==> src/hdl/fpim_pkg.sv <==
// shared types and constants of the four point impedance meter
`timescale 1ns / 1ps
package fpim_pkg;

    localparam int ADC_W     = 12;
    localparam int SUM_W     = 22;
    localparam int CNT_W     = 11;
    localparam int MAX_SETS  = 1024;
    localparam int IQ_W      = 13;
    localparam int POW_W     = 26;
    localparam int ANG_W     = 31;
    localparam int ANG_FRAC  = 28;
    localparam int ANUM_W    = 42;
    localparam int ADEN_W    = 14;
    localparam int RNUM_W    = 58;
    localparam int ROOT_W    = 29;
    localparam int MAG_W     = 32;
    localparam int PH_W      = 16;
    localparam logic [29:0] HALF_PI_Q29 = 30'd843314857;

    typedef struct packed {
        logic             sample_en;
        logic [1:0]       pos;
        logic             add_set;
        logic             start;
        logic             clear;
    } t_lane_ctl;

    typedef struct packed {
        logic [POW_W-1:0]        pow;
        logic signed [ANG_W-1:0] ang;
    } t_lane_res;

    typedef enum logic [1:0] {LN_IDLE, LN_AVG, LN_POW, LN_ANG} t_lane_st;
    typedef enum logic [1:0] {MG_IDLE, MG_DIV, MG_SQRT, MG_DONE} t_merge_st;
    typedef enum logic [2:0] {ST_ACC, ST_LAUNCH, ST_LANE, ST_MERGE, ST_HOLD} t_top_st;

endpackage

==> src/hdl/fpim_div.sv <==
// restoring divider, one quotient bit per cycle
`timescale 1ns / 1ps
module fpim_div #(
    parameter int NUM_W = 22,
    parameter int DEN_W = 11
) (
    input  logic             i_clk,
    input  logic             i_rst_n,
    input  logic             i_start,
    input  logic [NUM_W-1:0] i_num,
    input  logic [DEN_W-1:0] i_den,
    output logic             o_done,
    output logic [NUM_W-1:0] o_quot
);
    localparam int CNT_W = $clog2(NUM_W + 1);

    logic             r_busy;
    logic             r_done;
    logic [CNT_W-1:0] r_cnt;
    logic [DEN_W-1:0] r_rem;
    logic [DEN_W-1:0] r_den;
    logic [NUM_W-1:0] r_quot;
    logic [DEN_W-1:0] n_rem;
    logic             n_bit;
    logic [DEN_W:0]   w_trial;
    logic [DEN_W:0]   w_diff;

    always_comb begin
        w_trial = {r_rem, r_quot[NUM_W-1]};
        w_diff  = w_trial - {1'b0, r_den};
        if (w_trial >= {1'b0, r_den}) begin
            n_rem = w_diff[DEN_W-1:0];
            n_bit = 1'b1;
        end else begin
            n_rem = w_trial[DEN_W-1:0];
            n_bit = 1'b0;
        end
    end

    always_ff @(posedge i_clk) begin
        if (!i_rst_n) begin
            r_busy <= 1'b0;
            r_done <= 1'b0;
            r_cnt  <= '0;
        end else begin
            r_done <= 1'b0;
            if (i_start) begin
                r_busy <= 1'b1;
                r_cnt  <= CNT_W'(NUM_W);
            end else if (r_busy) begin
                r_cnt <= r_cnt - 1'b1;
                if (r_cnt == CNT_W'(1)) begin
                    r_busy <= 1'b0;
                    r_done <= 1'b1;
                end
            end
        end
    end

    always_ff @(posedge i_clk) begin
        if (i_start) begin
            r_rem  <= '0;
            r_den  <= i_den;
            r_quot <= i_num;
        end else if (r_busy) begin
            r_rem  <= n_rem;
            r_quot <= {r_quot[NUM_W-2:0], n_bit};
        end
    end

    assign o_done = r_done;
    assign o_quot = r_quot;

endmodule

==> src/hdl/fpim_lane.sv <==
// one channel lane: position sums, averages, i/q power and angle
`timescale 1ns / 1ps
module fpim_lane (
    input  logic                         i_clk,
    input  logic                         i_rst_n,
    input  fpim_pkg::t_lane_ctl          i_ctl,
    input  logic [fpim_pkg::ADC_W-1:0]   i_sample,
    input  logic [fpim_pkg::CNT_W-1:0]   i_set_count,
    output logic                         o_done,
    output fpim_pkg::t_lane_res          o_res
);
    fpim_pkg::t_lane_st r_st, n_st;

    logic [fpim_pkg::ADC_W-1:0]  r_pend [3];
    logic [fpim_pkg::SUM_W-1:0]  r_sum  [4];
    logic [fpim_pkg::SUM_W-1:0]  w_avg  [4];
    logic [3:0]                  w_avg_done;
    logic signed [fpim_pkg::IQ_W-1:0] r_i, r_q;
    logic [fpim_pkg::POW_W-1:0]  r_pow;
    logic signed [fpim_pkg::ANG_W-1:0] r_ang;
    logic                        r_neg, r_zero;
    logic                        r_done;
    logic [fpim_pkg::IQ_W-1:0]   w_ay, w_ax;
    logic [fpim_pkg::ADEN_W-1:0] w_top, w_den;
    logic [fpim_pkg::ANUM_W-1:0] w_num;
    logic [fpim_pkg::ANUM_W-1:0] w_quot;
    logic signed [fpim_pkg::ANG_W-1:0] w_qang;
    logic                        w_ang_start, w_ang_done;
    logic signed [2*fpim_pkg::IQ_W-1:0] w_ii, w_qq;

    always_ff @(posedge i_clk) begin
        if (!i_rst_n) begin
            for (int j = 0; j < 4; j++) begin
                r_sum[j] <= '0;
            end
        end else if (i_ctl.clear) begin
            for (int j = 0; j < 4; j++) begin
                r_sum[j] <= '0;
            end
        end else if (i_ctl.sample_en && i_ctl.add_set) begin
            for (int j = 0; j < 3; j++) begin
                r_sum[j] <= r_sum[j] + fpim_pkg::SUM_W'(r_pend[j]);
            end
            r_sum[3] <= r_sum[3] + fpim_pkg::SUM_W'(i_sample);
        end
    end

    always_ff @(posedge i_clk) begin
        if (i_ctl.sample_en && i_ctl.pos != 2'd3) begin
            r_pend[i_ctl.pos] <= i_sample;
        end
    end

    for (genvar g = 0; g < 4; g++) begin : g_avg
        fpim_div #(.NUM_W(fpim_pkg::SUM_W), .DEN_W(fpim_pkg::CNT_W)) u_div (
            .i_clk   (i_clk),
            .i_rst_n (i_rst_n),
            .i_start (i_ctl.start),
            .i_num   (r_sum[g]),
            .i_den   (i_set_count),
            .o_done  (w_avg_done[g]),
            .o_quot  (w_avg[g])
        );
    end

    // linear atan2 with y = i, x = q
    always_comb begin
        w_ay  = r_i[fpim_pkg::IQ_W-1] ? fpim_pkg::IQ_W'(-r_i) : r_i;
        w_ax  = r_q[fpim_pkg::IQ_W-1] ? fpim_pkg::IQ_W'(-r_q) : r_q;
        w_den = fpim_pkg::ADEN_W'(w_ay) + fpim_pkg::ADEN_W'(w_ax);
        if (r_q[fpim_pkg::IQ_W-1]) begin
            w_top = fpim_pkg::ADEN_W'(w_ay) + {w_ax, 1'b0};
        end else begin
            w_top = fpim_pkg::ADEN_W'(w_ay);
        end
        w_num = {w_top, {fpim_pkg::ANG_FRAC{1'b0}}};
        w_ii  = r_i * r_i;
        w_qq  = r_q * r_q;
        w_qang = $signed({1'b0, w_quot[fpim_pkg::ANG_W-2:0]});
    end

    fpim_div #(.NUM_W(fpim_pkg::ANUM_W), .DEN_W(fpim_pkg::ADEN_W)) u_ang_div (
        .i_clk   (i_clk),
        .i_rst_n (i_rst_n),
        .i_start (w_ang_start),
        .i_num   (w_num),
        .i_den   (w_den),
        .o_done  (w_ang_done),
        .o_quot  (w_quot)
    );

    always_comb begin
        n_st = r_st;
        unique case (r_st)
            fpim_pkg::LN_IDLE: if (i_ctl.start) n_st = fpim_pkg::LN_AVG;
            fpim_pkg::LN_AVG:  if (&w_avg_done) n_st = fpim_pkg::LN_POW;
            fpim_pkg::LN_POW:  n_st = fpim_pkg::LN_ANG;
            fpim_pkg::LN_ANG:  if (w_ang_done) n_st = fpim_pkg::LN_IDLE;
            default:           n_st = fpim_pkg::LN_IDLE;
        endcase
    end

    always_comb begin
        w_ang_start = (r_st == fpim_pkg::LN_POW);
        o_done      = r_done;
    end

    always_ff @(posedge i_clk) begin
        if (!i_rst_n) begin
            r_st   <= fpim_pkg::LN_IDLE;
            r_done <= 1'b0;
        end else begin
            r_st   <= n_st;
            r_done <= (r_st == fpim_pkg::LN_ANG) && w_ang_done;
        end
    end

    always_ff @(posedge i_clk) begin
        if (r_st == fpim_pkg::LN_AVG && (&w_avg_done)) begin
            r_i <= $signed({1'b0, w_avg[0][fpim_pkg::ADC_W-1:0]})
                 - $signed({1'b0, w_avg[2][fpim_pkg::ADC_W-1:0]});
            r_q <= $signed({1'b0, w_avg[1][fpim_pkg::ADC_W-1:0]})
                 - $signed({1'b0, w_avg[3][fpim_pkg::ADC_W-1:0]});
        end
        if (r_st == fpim_pkg::LN_POW) begin
            r_pow  <= fpim_pkg::POW_W'(w_ii) + fpim_pkg::POW_W'(w_qq);
            r_neg  <= r_i[fpim_pkg::IQ_W-1];
            r_zero <= (r_i == '0) && (r_q == '0);
        end
        if (r_st == fpim_pkg::LN_ANG && w_ang_done) begin
            if (r_zero) begin
                r_ang <= '0;
            end else if (r_neg) begin
                r_ang <= -w_qang;
            end else begin
                r_ang <= w_qang;
            end
        end
    end

    assign o_res.pow = r_pow;
    assign o_res.ang = r_ang;

endmodule

==> config.mk <==
export PLATFORM = sky130hd
export DESIGN_NAME = fpim_lane
export DESIGN_NICKNAME = d
export VERILOG_FILES = /design/src/hdl/fpim_pkg.sv /design/src/hdl/fpim_div.sv /design/src/hdl/fpim_lane.sv
export SDC_FILE = /design/constraint.sdc
export NUM_CORES = 2
export LEC_CHECK = 0
export ABC_AREA = 1
export BUFFER_PORTS_ARGS = -buffer_cell sky130_fd_sc_hd__buf_2
export CORE_AREA = 2 2 283 285
export CTS_CLUSTER_DIAMETER = 50
export DETAILED_ROUTE_END_ITERATION = 6
export DIE_AREA = 0 0 285 287
export GPL_TIMING_DRIVEN = 0
export PLACE_DENSITY = 0.77
export SKIP_LAST_GASP = 1
export SYNTH_ARGS = -nofsm -noshare
export SYNTH_HDL_FRONTEND = slang
export SYNTH_SLANG_ARGS = --single-unit
==> constraint.sdc <==
create_clock -name i_clk -period 8.15 [get_ports i_clk]
set_input_delay 1.63 -clock i_clk [delete_from_list [all_inputs] [get_ports i_clk]]
set_output_delay 1.63 -clock i_clk [all_outputs]
set_load 0.03 [all_outputs]
==> out/results.tsv <==
stage	metric	value	unit
outcome	status	complete, no violations	
die	core-area	78600	µm²
finish	drive_gt1_share	5.74	%
logic_synthesis	ys_types	58	
power	switching_power	2560	µW
sta	hold_slack	470	ps
die	start_util	49.7	%
logic_synthesis	syn-num-nets	5365	
critical_path	critPathArrivalTime	8040	ps
logic_synthesis	synth_warnings	0	
clock_network	clk_latency	630	ps
placement	placed_area	40900	µm²
detailed_routing	drcViolationCount	0	
sta	setup_ws	470	ps
sta	max_freq	130	MHz
grt	grt_pass1_vias	31100	
detailed_routing	vias	31800	
detailed_routing	dr_wl_met2	46.2	mm
grt	grt-ovfl-total	0	
critical_path	cp-end-kind	register	
clock_network	ctsLongestPathBuffers	3	
detailed_routing	wl_per_cell	16.2	µm
critical_path	critPathSlowestCell	fa_1	
critical_path	crit_type	reg -> reg	
logic_synthesis	synth.avg_cell_area	8.32	µm²
detailed_routing	avgViaCountPerCell	5.34	
grt	antenna_found_initial	0	
placement	dpl.hpwl	76.5	mm
job	cap_violations	0	
sta	fin_skew	27.8	ps
detailed_routing	wl_met3	6.60	mm
sta	max_slew.worst_pin.slew	1270	ps
detailed_routing	drt-pass1-iter-count	6	
clock_network	cts_tree	built	
finish	design_area	43100	µm²
logic_synthesis	synth_seq_area_share	31.6	%
finish	nFillCells	7112	
min_path	min_path_type	reg -> reg	
grt	gr-usage-all-layers	23.8	%
die	dieHeight	287	µm
logic_synthesis	netlist_instances	4698	
clock_network	h-tree-depth	3	
power	power_density	177	nW/µm²
clock_network	clkSinkCount	460	
die	dieArea	81800	µm²
logic_synthesis	synth_edf_count	313	
power	pwr-share-seq	38.4	%
placement	gp_congestion	0.944	
sta	setup_viol	0	
sta	hold_viol	0	
power	ir_drop	0.187	mV
critical_path	critPathMaxFanout	10	
power	clkPwrFrac	37.2	%
finish	layout_common_cells	1022 x nand2_1, 890 x inv_1, 366 x nor2_1, 348 x fa_1, 313 x edfxtp_1	
grt	grt_start_max_net_pins	35	
detailed_routing	m1WireLength	39.9	mm
logic_synthesis	async_flop_share	0	%
clock_network	cts_setup_buffers	0	
sta	finalMaxSlewViolations	0	
critical_path	cpMostUsedCell	fa_1	
clock_network	cts-hold-fix-buffers	0	
detailed_routing	wirelength	96.4	mm
critical_path	path_buf_inv	9	
logic_synthesis	synth-seq-cells	460	
clock_network	cts-root-buf	clkbuf_16	
clock_network	numCtsBuffers	66	
sta	finalSetupTns	0	ps
die	core.rowCount	103	
sta	post-route-period-util	94.2	%
sta	rsz0062_at_grt	false	
sta	timing.slew.headroom	15.2	%
critical_path	cpPeakStageDelay	560	ps
finish	multi_input_area	22900	µm²
critical_path	worstPathRequired	8510	ps
finish	seq_area	12300	µm²
power	p_leak	0.0208	µW
power	intPower	5080	µW
detailed_routing	routed.top_layer	met4	
die	die_w	285	µm
finish	fin_nets	5524	
die	ioPinCount	89	
finish	final_common_cell	nand2_1	
placement	io_buffers	88	
clock_network	cts.clk_slew.worst_paths	50	ps
grt	grt_pass1_wl	156	mm
critical_path	crit_family	adder cells	
power	combPwrFrac	24.3	%
finish	antenna_cells	0	
logic_synthesis	synthFlopType	edfxtp_1	
finish	area_delta_synth_final	10.3	%
placement	place_ws	406	ps
sta	post-route-min-period	7680	ps
detailed_routing	drt_iter0_markers	2408	
detailed_routing	final_antenna_net_count	0	
logic_synthesis	synthesis.area	39100	µm²
power	swShare	33.5	%
clock_network	cts_resized	0	
critical_path	worst_setup_path_start_kind	register	
-- registers in the layout (all words and copies together) (netlist names), 2 cells and up --
register,count
r_sum,88
g_avg.u_div.o_done,4
r_pow,25
r_pend,36
g_avg.u_div.r_cnt,20
u_ang_div.o_quot,42
r_i,13
u_ang_div.r_rem,14
u_ang_div.r_den,14
g_avg.u_div.o_quot,88
r_st,2
r_q,13
u_ang_div.r_cnt,6
g_avg.u_div.r_busy,4
r_ang,31
g_avg.u_div.r_rem,44
g_avg.u_div.r_den,11
-- final cells by class --
class	count	area share [%]
sequential	460	28.6
clock inverter	43	1.06
inverter	899	7.83
tap	1050	3.05
multi-input combinational	3226	53.1
timing repair buffer	91	1.13
buffer	113	1.10
clock buffer	78	4.10
-- synthesized netlist by cell type, types with 8 or more instances --
cell	n	area share [%]
nand4_1	61	0.98
xor2_1	77	1.7
nor3_1	52	0.67
nand2_1	1022	9.8
xnor2_1	46	1.0
buf_2	16	0.20
ha_1	288	9.2
or2_2	10	0.16
nand3_1	208	2.7
buf_1	11	0.11
edfxtp_1	313	24
nor2_1	367	3.5
o21a_1	23	0.44
o22ai_1	28	0.45
o21bai_1	15	0.29
dfxtp_1	147	7.5
a21o_1	19	0.37
o21ai_0	215	2.8
nor4_1	10	0.16
o21ai_1	21	0.27
inv_1	890	8.5
inv_2	8	0.077
a21oi_1	287	3.7
a31oi_1	14	0.22
nand3b_1	16	0.31
fa_1	348	18
nand2_2	8	0.13
o211ai_1	30	0.58
clkbuf_1	82	0.79
-- worst min-delay path, stage by stage, from the launching register on --
cell	delay [ps]
dfxtp_1	320
nand2_1	60
nand2_1	50
-- path summary, 6_finish.rpt --
kind	endpoint	depth (start not counted)	start	slack, ps
setup reg to reg	r_pow[25]	25	r_i[12]	470
hold reg to reg	u_ang_div.r_rem[13]	2	u_ang_div.r_rem[13]	470
hold / removal	u_ang_div.r_rem[13]	2	u_ang_div.r_rem[13]	470
setup / recovery	r_pow[25]	25	r_i[12]	470
-- cells by family after synthesis --
logic type | after synthesis | synth area share (%)
AND/OR/NAND/NOR | 1788 | 19.1
XOR/XNOR | 123 | 2.76
buffers and inverters | 1012 | 9.85
adder cells (fa/ha/maj) | 636 | 27.0
flip-flops | 460 | 31.6
AO/OA/AOI/OAI | 678 | 9.62
other | 1 | 0.00960
-- power groups by stage --
| stage | Clock [µW] | Combinational (µW) | Sequential [µW] |
|---|---|---|---|
| floorplan | 0 | 1340 | 2980 |
| global route | 2990 | 2100 | 2960 |
| detailed placement | 0 | 1840 | 2980 |
| finish | 2850 | 1860 | 2940 |
| global placement | 0 | 1790 | 2980 |
| CTS | 2890 | 1850 | 2930 |
-- stage by stage --
step | utilization, % | power [µW] | std cells
2_1_floorplan | - | 4330 | 4698
3_3_place_gp | 51.9 | 4760 | 5836
3_5_place_dp | 52.0 | 4820 | 5839
4_1_cts | 54.8 | 7670 | 5960
5_1_grt | 54.8 | 8040 | 5960
6_report | 54.8 | 7640 | 5960
-- layer usage --
layer,GRT usage (%),up-vias
met3,3.49,211
li1,-,15400
met4,9.55,0
met1,30.7,15200
met2,40.2,1056
met5,0,-
Note: power is estimated with default switching activity, not from simulation.
