==> src/hdl/fpim_pkg.sv <==
// shared types and constants of the four point impedance meter
`timescale 1ns / 1ps
package fpim_pkg;

    localparam int ADC_W     = 12;
    localparam int SUM_W     = 22;
    localparam int CNT_W     = 11;
    localparam int MAX_SETS  = 1024;
    localparam int IQ_W      = 13;
    localparam int POW_W     = 26;
    localparam int ANG_W     = 31;
    localparam int ANG_FRAC  = 28;
    localparam int ANUM_W    = 42;
    localparam int ADEN_W    = 14;
    localparam int RNUM_W    = 58;
    localparam int ROOT_W    = 29;
    localparam int MAG_W     = 32;
    localparam int PH_W      = 16;
    localparam logic [29:0] HALF_PI_Q29 = 30'd843314857;

    typedef struct packed {
        logic             sample_en;
        logic [1:0]       pos;
        logic             add_set;
        logic             start;
        logic             clear;
    } t_lane_ctl;

    typedef struct packed {
        logic [POW_W-1:0]        pow;
        logic signed [ANG_W-1:0] ang;
    } t_lane_res;

    typedef enum logic [1:0] {LN_IDLE, LN_AVG, LN_POW, LN_ANG} t_lane_st;
    typedef enum logic [1:0] {MG_IDLE, MG_DIV, MG_SQRT, MG_DONE} t_merge_st;
    typedef enum logic [2:0] {ST_ACC, ST_LAUNCH, ST_LANE, ST_MERGE, ST_HOLD} t_top_st;

endpackage

==> src/hdl/fpim_div.sv <==
// restoring divider, one quotient bit per cycle
`timescale 1ns / 1ps
module fpim_div #(
    parameter int NUM_W = 22,
    parameter int DEN_W = 11
) (
    input  logic             i_clk,
    input  logic             i_rst_n,
    input  logic             i_start,
    input  logic [NUM_W-1:0] i_num,
    input  logic [DEN_W-1:0] i_den,
    output logic             o_done,
    output logic [NUM_W-1:0] o_quot
);
    localparam int CNT_W = $clog2(NUM_W + 1);

    logic             r_busy;
    logic             r_done;
    logic [CNT_W-1:0] r_cnt;
    logic [DEN_W-1:0] r_rem;
    logic [DEN_W-1:0] r_den;
    logic [NUM_W-1:0] r_quot;
    logic [DEN_W-1:0] n_rem;
    logic             n_bit;
    logic [DEN_W:0]   w_trial;
    logic [DEN_W:0]   w_diff;

    always_comb begin
        w_trial = {r_rem, r_quot[NUM_W-1]};
        w_diff  = w_trial - {1'b0, r_den};
        if (w_trial >= {1'b0, r_den}) begin
            n_rem = w_diff[DEN_W-1:0];
            n_bit = 1'b1;
        end else begin
            n_rem = w_trial[DEN_W-1:0];
            n_bit = 1'b0;
        end
    end

    always_ff @(posedge i_clk) begin
        if (!i_rst_n) begin
            r_busy <= 1'b0;
            r_done <= 1'b0;
            r_cnt  <= '0;
        end else begin
            r_done <= 1'b0;
            if (i_start) begin
                r_busy <= 1'b1;
                r_cnt  <= CNT_W'(NUM_W);
            end else if (r_busy) begin
                r_cnt <= r_cnt - 1'b1;
                if (r_cnt == CNT_W'(1)) begin
                    r_busy <= 1'b0;
                    r_done <= 1'b1;
                end
            end
        end
    end

    always_ff @(posedge i_clk) begin
        if (i_start) begin
            r_rem  <= '0;
            r_den  <= i_den;
            r_quot <= i_num;
        end else if (r_busy) begin
            r_rem  <= n_rem;
            r_quot <= {r_quot[NUM_W-2:0], n_bit};
        end
    end

    assign o_done = r_done;
    assign o_quot = r_quot;

endmodule

==> src/hdl/fpim_sqrt.sv <==
// integer square root, one root bit per cycle
`timescale 1ns / 1ps
module fpim_sqrt #(
    parameter int IN_W = 58
) (
    input  logic              i_clk,
    input  logic              i_rst_n,
    input  logic              i_start,
    input  logic [IN_W-1:0]   i_val,
    output logic              o_done,
    output logic [IN_W/2-1:0] o_root
);
    localparam int RT_W  = IN_W / 2;
    localparam int REM_W = RT_W + 2;
    localparam int CNT_W = $clog2(RT_W + 1);

    logic             r_busy;
    logic             r_done;
    logic [CNT_W-1:0] r_cnt;
    logic [IN_W-1:0]  r_x;
    logic [RT_W-1:0]  r_root;
    logic [REM_W-1:0] r_rem;
    logic [REM_W-1:0] n_rem;
    logic             n_bit;
    logic [REM_W+1:0] w_trial;
    logic [REM_W+1:0] w_test;
    logic [REM_W+1:0] w_diff;

    always_comb begin
        w_trial = {r_rem, r_x[IN_W-1:IN_W-2]};
        w_test  = {2'b00, r_root, 2'b01};
        w_diff  = w_trial - w_test;
        if (w_trial >= w_test) begin
            n_rem = w_diff[REM_W-1:0];
            n_bit = 1'b1;
        end else begin
            n_rem = w_trial[REM_W-1:0];
            n_bit = 1'b0;
        end
    end

    always_ff @(posedge i_clk) begin
        if (!i_rst_n) begin
            r_busy <= 1'b0;
            r_done <= 1'b0;
            r_cnt  <= '0;
        end else begin
            r_done <= 1'b0;
            if (i_start) begin
                r_busy <= 1'b1;
                r_cnt  <= CNT_W'(RT_W);
            end else if (r_busy) begin
                r_cnt <= r_cnt - 1'b1;
                if (r_cnt == CNT_W'(1)) begin
                    r_busy <= 1'b0;
                    r_done <= 1'b1;
                end
            end
        end
    end

    always_ff @(posedge i_clk) begin
        if (i_start) begin
            r_x    <= i_val;
            r_root <= '0;
            r_rem  <= '0;
        end else if (r_busy) begin
            r_x    <= {r_x[IN_W-3:0], 2'b00};
            r_root <= {r_root[RT_W-2:0], n_bit};
            r_rem  <= n_rem;
        end
    end

    assign o_done = r_done;
    assign o_root = r_root;

endmodule

==> src/hdl/fpim_merge.sv <==
// merge of the two lanes: magnitude ratio, square root and phase difference
`timescale 1ns / 1ps
module fpim_merge (
    input  logic                              i_clk,
    input  logic                              i_rst_n,
    input  logic                              i_start,
    input  fpim_pkg::t_lane_res               i_cur,
    input  fpim_pkg::t_lane_res               i_vol,
    output logic                              o_done,
    output logic [fpim_pkg::MAG_W-1:0]        o_mag,
    output logic signed [fpim_pkg::PH_W-1:0]  o_phase
);
    fpim_pkg::t_merge_st r_st, n_st;

    logic                         r_zero;
    logic signed [31:0]           r_diff;
    logic signed [31:0]           w_wrap;
    logic [29:0]                  r_dmag;
    logic                         r_dneg;
    logic [59:0]                  r_prod;
    logic [60:0]                  w_round;
    logic [fpim_pkg::PH_W-1:0]    w_pmag;
    logic                         w_div_start, w_div_done, w_sq_start, w_sq_done;
    logic [fpim_pkg::RNUM_W-1:0]  w_quot;
    logic [fpim_pkg::ROOT_W-1:0]  w_root;

    fpim_div #(.NUM_W(fpim_pkg::RNUM_W), .DEN_W(fpim_pkg::POW_W)) u_ratio (
        .i_clk   (i_clk),
        .i_rst_n (i_rst_n),
        .i_start (w_div_start),
        .i_num   ({i_vol.pow, 32'd0}),
        .i_den   (i_cur.pow),
        .o_done  (w_div_done),
        .o_quot  (w_quot)
    );

    fpim_sqrt #(.IN_W(fpim_pkg::RNUM_W)) u_sqrt (
        .i_clk   (i_clk),
        .i_rst_n (i_rst_n),
        .i_start (w_sq_start),
        .i_val   (w_quot),
        .o_done  (w_sq_done),
        .o_root  (w_root)
    );

    always_comb begin
        if (r_diff > 32'sd536870912) begin
            w_wrap = r_diff - 32'sd1073741824;
        end else if (r_diff < -32'sd536870912) begin
            w_wrap = r_diff + 32'sd1073741824;
        end else begin
            w_wrap = r_diff;
        end
        w_round = {1'b0, r_prod} + (61'd1 << 43);
        w_pmag  = w_round[59:44];
    end

    always_comb begin
        n_st = r_st;
        unique case (r_st)
            fpim_pkg::MG_IDLE: begin
                if (i_start) begin
                    n_st = (i_cur.pow == '0) ? fpim_pkg::MG_DONE : fpim_pkg::MG_DIV;
                end
            end
            fpim_pkg::MG_DIV:  if (w_div_done) n_st = fpim_pkg::MG_SQRT;
            fpim_pkg::MG_SQRT: if (w_sq_done) n_st = fpim_pkg::MG_DONE;
            fpim_pkg::MG_DONE: n_st = fpim_pkg::MG_IDLE;
            default:           n_st = fpim_pkg::MG_IDLE;
        endcase
    end

    always_comb begin
        w_div_start = (r_st == fpim_pkg::MG_IDLE) && i_start && (i_cur.pow != '0);
        w_sq_start  = (r_st == fpim_pkg::MG_DIV) && w_div_done;
        o_done      = (r_st == fpim_pkg::MG_DONE);
    end

    always_ff @(posedge i_clk) begin
        if (!i_rst_n) begin
            r_st <= fpim_pkg::MG_IDLE;
        end else begin
            r_st <= n_st;
        end
    end

    always_ff @(posedge i_clk) begin
        if (r_st == fpim_pkg::MG_IDLE && i_start) begin
            r_zero <= (i_cur.pow == '0);
            r_diff <= 32'(i_vol.ang) - 32'(i_cur.ang);
        end
        r_dneg <= w_wrap[31];
        r_dmag <= w_wrap[31] ? 30'(-w_wrap) : w_wrap[29:0];
        r_prod <= r_dmag * fpim_pkg::HALF_PI_Q29;
    end

    assign o_mag   = r_zero ? '0 : fpim_pkg::MAG_W'(w_root);
    assign o_phase = r_zero ? '0 : (r_dneg ? -$signed(w_pmag) : $signed(w_pmag));

endmodule

==> config.mk <==
export PLATFORM = sky130hd
export DESIGN_NAME = fpim_merge
export DESIGN_NICKNAME = d
export VERILOG_FILES = /design/src/hdl/fpim_pkg.sv /design/src/hdl/fpim_div.sv /design/src/hdl/fpim_sqrt.sv /design/src/hdl/fpim_merge.sv
export SDC_FILE = /design/constraint.sdc
export NUM_CORES = 2
export LEC_CHECK = 0
export ABC_CLOCK_PERIOD_IN_PS = 8050
export BUFFER_PORTS_ARGS = -buffer_cell sky130_fd_sc_hd__buf_4
export CAP_MARGIN = 15
export CORE_UTILIZATION = 63
export DETAILED_ROUTE_END_ITERATION = 7
export PLACE_DENSITY = 0.82
export SKIP_CTS_REPAIR_TIMING = 1
export SLEW_MARGIN = 10
export SYNTH_ARGS = -nofsm -noshare
export SYNTH_HDL_FRONTEND = slang
export SYNTH_SLANG_ARGS = --single-unit
==> constraint.sdc <==
create_clock -name i_clk -period 8.05 [get_ports i_clk]
set_clock_uncertainty 0.05 [all_clocks]
set_input_delay 1.2075 -clock i_clk [delete_from_list [all_inputs] [get_ports i_clk]]
set_output_delay 1.2075 -clock i_clk [all_outputs]
set_load 0.01 [all_outputs]
==> results_dict.tcl <==
set metrics [dict create \
    ant_nets 0 \
    gp_congestion 0.9839 \
    drtIter0Drc 1407 \
    slew_viol_final 0 \
    dieArea_sq_mm 0.05189 \
    num_rows 82 \
    die_h_microns 227.8 \
    drc_errors 0 \
    fillCellCount 3742 \
    worstHoldStart "r_diff[0]$_DFFE_PP_" \
    hpwlAfterDp_microns 58220 \
    htreeDepth 2 \
    ff2ff_setup_slack_ps 480 \
    r2r-start "r_dmag[9]$_DFF_P_" \
    drive_above_1_share_pct 7.649 \
    post-place-ws_ps -49.51 \
    die_w_microns 227.8 \
    grt_overflow_total 0 \
    hold_path_end "r_dmag[0]$_DFF_P_" \
    synthMuxAreaShare_pct 3.089 \
    synth_area_sq_mm 0.03212 \
    min_path_type "register to register" \
    hold_viol 0 \
    cp_max_fo 8 \
    drt-total-wl_microns 72610 \
    cts_buffers 36 \
    synth-simple-area-share_pct 11.00 \
    path_class "register to register" \
    worstHoldPathCells 0 \
    setup_viol 0 \
    rr_worst_depth 25 \
    synth-edff-count 143 \
    ctsRootBufferMaster "clkbuf_16" \
    port_buffers 162 \
    wl_per_cell_microns 17.12 \
    synth-adder-area-share_pct 38.33 \
    yosys_register_bits 326 \
    fin_ws_ps 478.0 \
    avgSynthCellArea_sq_um 9.447 \
    yosysSeqAreaShare_pct 24.78 \
    coreArea_sq_mm 0.05027 \
    synth_async_sr_flop_share_pct 0 \
    clkTransAtPathRegs_ps 60 \
    track_usage_pct 28.30 \
    synth_top_family_by_area "adder cells" \
    synth_top_area_share_pct 20.26 \
    grt_pass1_wl_microns 118500 \
    dr_total_vias 23580 \
    rr_endpoint "r_prod[54]$_DFF_P_" \
    antenna_found_initial 1 \
    grt_max_degree 88 \
    fin_nets 4447 \
    synthXorXnorAreaFrac_pct 4.281 \
    fmax_ghz 0.1321 \
    first_pass_iters 5 \
    cts.sinks 326 \
    fin_crit_ps 7572 \
    synth_area_leaders "fa_1, ha_1, edfxtp_1" \
    antenna_cells 0 \
    ios 166 \
    synth_compound_area_share_pct 9.668 \
    grt_setup_unrepaired "no" \
    critPathCaptureType "register" \
    run_status "completed" \
    cap_violations 0 \
    cp-start-kind "register" \
    grt_pass1_vias 23560 \
    syn_to_final_growth_pct 9.922 \
    worstMarginPinSlew_ps 1107 \
    worstSkewPairLatency_ps 560 \
    viasPerCell 5.559 \
    synthFlopType "dfxtp_1" \
    syn_inst 3400 \
    cp.required_ps 8450 \
    max_slew_margin_pct 25.20 \
    cts_tree "done" \
    yosysWarnings 0 \
    clockBufferDepth 3 \
    yosysTopAreaCell "fa_1" \
    start_util_pct 63.89 \
    ys_types 77 \
    period_share_pct 94.06 \
    arrival_ps 7970 \
]
==> placed cells by master (no fill, tap or decap), types with 5 or more instances in the layout <==
master | netlist | final
inv_1 | 657 | 656
ha_1 | 464 | 464
fa_1 | 325 | 325
nand2_1 | 317 | 316
nor2_1 | 209 | 209
buf_4 | 3 | 189
dfxtp_1 | 183 | 181
edfxtp_1 | 143 | 143
a21oi_1 | 140 | 140
o21ai_0 | 121 | 121
xnor2_1 | 120 | 120
mux2i_1 | 98 | 98
nand3_1 | 65 | 65
a21o_1 | 48 | 48
nor3_1 | 47 | 47
xor2_1 | 37 | 37
clkbuf_16 | 0 | 37
and3_1 | 23 | 23
nand4_1 | 22 | 22
a31oi_1 | 23 | 22
nor2b_1 | 21 | 21
o31ai_1 | 19 | 19
nor4_1 | 18 | 17
nand2b_1 | 16 | 16
o21a_1 | 16 | 16
o21bai_1 | 16 | 16
a21boi_0 | 16 | 16
a211oi_1 | 15 | 14
and2_1 | 13 | 11
or3_1 | 10 | 10
o41ai_1 | 10 | 10
a2111oi_0 | 8 | 8
o21ai_1 | 8 | 7
o211ai_1 | 7 | 7
o31a_1 | 7 | 7
a41oi_1 | 6 | 6
nand3b_1 | 5 | 5
clkbuf_1 | 72 | 5
==> layout make-up <==
| cell class | instances | area (sq um) | area share (%) |
|---|---|---|---|
| clock buffer | 45 | 985.9 | 2.793 |
| clock inverter | 21 | 260.3 | 0.7371 |
| sequential | 326 | 7963 | 22.55 |
| multi-input combinational | 2329 | 21360 | 60.51 |
| timing repair buffer | 189 | 1419 | 4.019 |
| tap | 672 | 840.8 | 2.381 |
| inverter | 659 | 2474 | 7.006 |
==> through the flow <==
| stage | hold slack, ps | utilization (%) | area [sq um] | TNS, ps | instances |
|---|---|---|---|---|---|
| 6_report | 361.9 | 70.23 | 35310 | 0 | 4241 |
| 5_1_grt | 379.6 | 70.23 | 35310 | 0 | 4241 |
| 4_1_cts | 354.7 | 70.21 | 35300 | -129.8 | 4241 |
| 3_5_place_dp | 339.4 | 67.73 | 34050 | -94.48 | 4175 |
| 3_3_place_gp | 338.0 | 67.73 | 34050 | 0 | 4175 |
| 2_1_floorplan | 320.0 | - | 32130 | 0 | 3402 |
==> synth_stat cells, types with 4 or more instances <==
cell type / instances
and2_1: 13
o21ai_0: 121
a41oi_1: 6
o31a_1: 7
nand2b_1: 16
or2_2: 4
o41ai_1: 10
nand3_1: 65
o211ai_1: 7
a21o_1: 48
a211oi_1: 15
buf_1: 9
a2111oi_0: 8
clkbuf_1: 72
a31oi_1: 23
fa_1: 325
mux2i_1: 98
a21oi_1: 140
nor2_1: 209
and4_1: 4
nor2b_1: 21
o21a_1: 16
edfxtp_1: 143
a21boi_0: 16
dfxtp_1: 183
o21ai_1: 8
nand2_1: 317
nand4_1: 22
inv_1: 657
xnor2_1: 120
nand3b_1: 5
or3_1: 10
a211o_1: 4
o21bai_1: 16
xor2_1: 37
nor4_1: 18
ha_1: 464
and3_1: 23
nor3_1: 47
o31ai_1: 19
==> how the worst max path moves through the flow <==
stage                                  start            endpoint  slack (ps)  cells past startpoint
final                      r_dmag[9]$_DFF_P_  r_prod[54]$_DFF_P_         480                     25
after global routing       r_dmag[9]$_DFF_P_  r_prod[54]$_DFF_P_          80                     25
after CTS                 r_dmag[26]$_DFF_P_  r_prod[57]$_DFF_P_         -70                     21
after detailed placement  r_dmag[26]$_DFF_P_  r_prod[59]$_DFF_P_         -50                     21
after global placement    r_dmag[26]$_DFF_P_  r_prod[59]$_DFF_P_          90                     21
after floorplan            r_dmag[9]$_DFF_P_  r_prod[54]$_DFF_P_        1160                     25
==> critical path, cell delays in order (launching register included) <==
cell and delay [ps]:
dfxtp_1 570, inv_1 250, fa_1 680, xnor2_1 90
ha_1 280, inv_1 60, fa_1 530, inv_1 40
ha_1 270, inv_1 50, fa_1 470, inv_1 50
fa_1 510, fa_1 490, ha_1 300, ha_1 320
a211oi_1 260, o21bai_1 120, a221oi_1 350, o211ai_1 210
o31a_1 390, a211o_1 330, and2_1 190, o21a_1 200
o21a_1 180, o31a_1 230
==> flip-flops by register name, summed over array words and instances, names as in the netlist, 26 cells and up <==
register,count
u_ratio.r_den,26
u_sqrt.o_root,29
r_diff,32
u_sqrt.r_rem,31
u_ratio.r_rem,26
u_ratio.o_quot,58
r_dmag,30
u_sqrt.r_x,58
==> kinds of logic after synthesis <==
logic type	Yosys count
fa+ha+maj	789
simple gates	789
buf+inv	747
compound gates	492
flops	326
xor+xnor	157
mux	99
other cells	1
==> per-layer routing <==
metal	vias up	track usage, %	part of all wire [%]
met2	602	48.25	48
li1	11480	-	-
met4	2	7.960	2.7
met1	11370	37.41	43
met5	-	0	0.018
met3	119	4.275	5.5
Power is left out: the tool's default activity adds up to more than one toggle a clock period on the data nets, which glitch-free logic cannot reach.
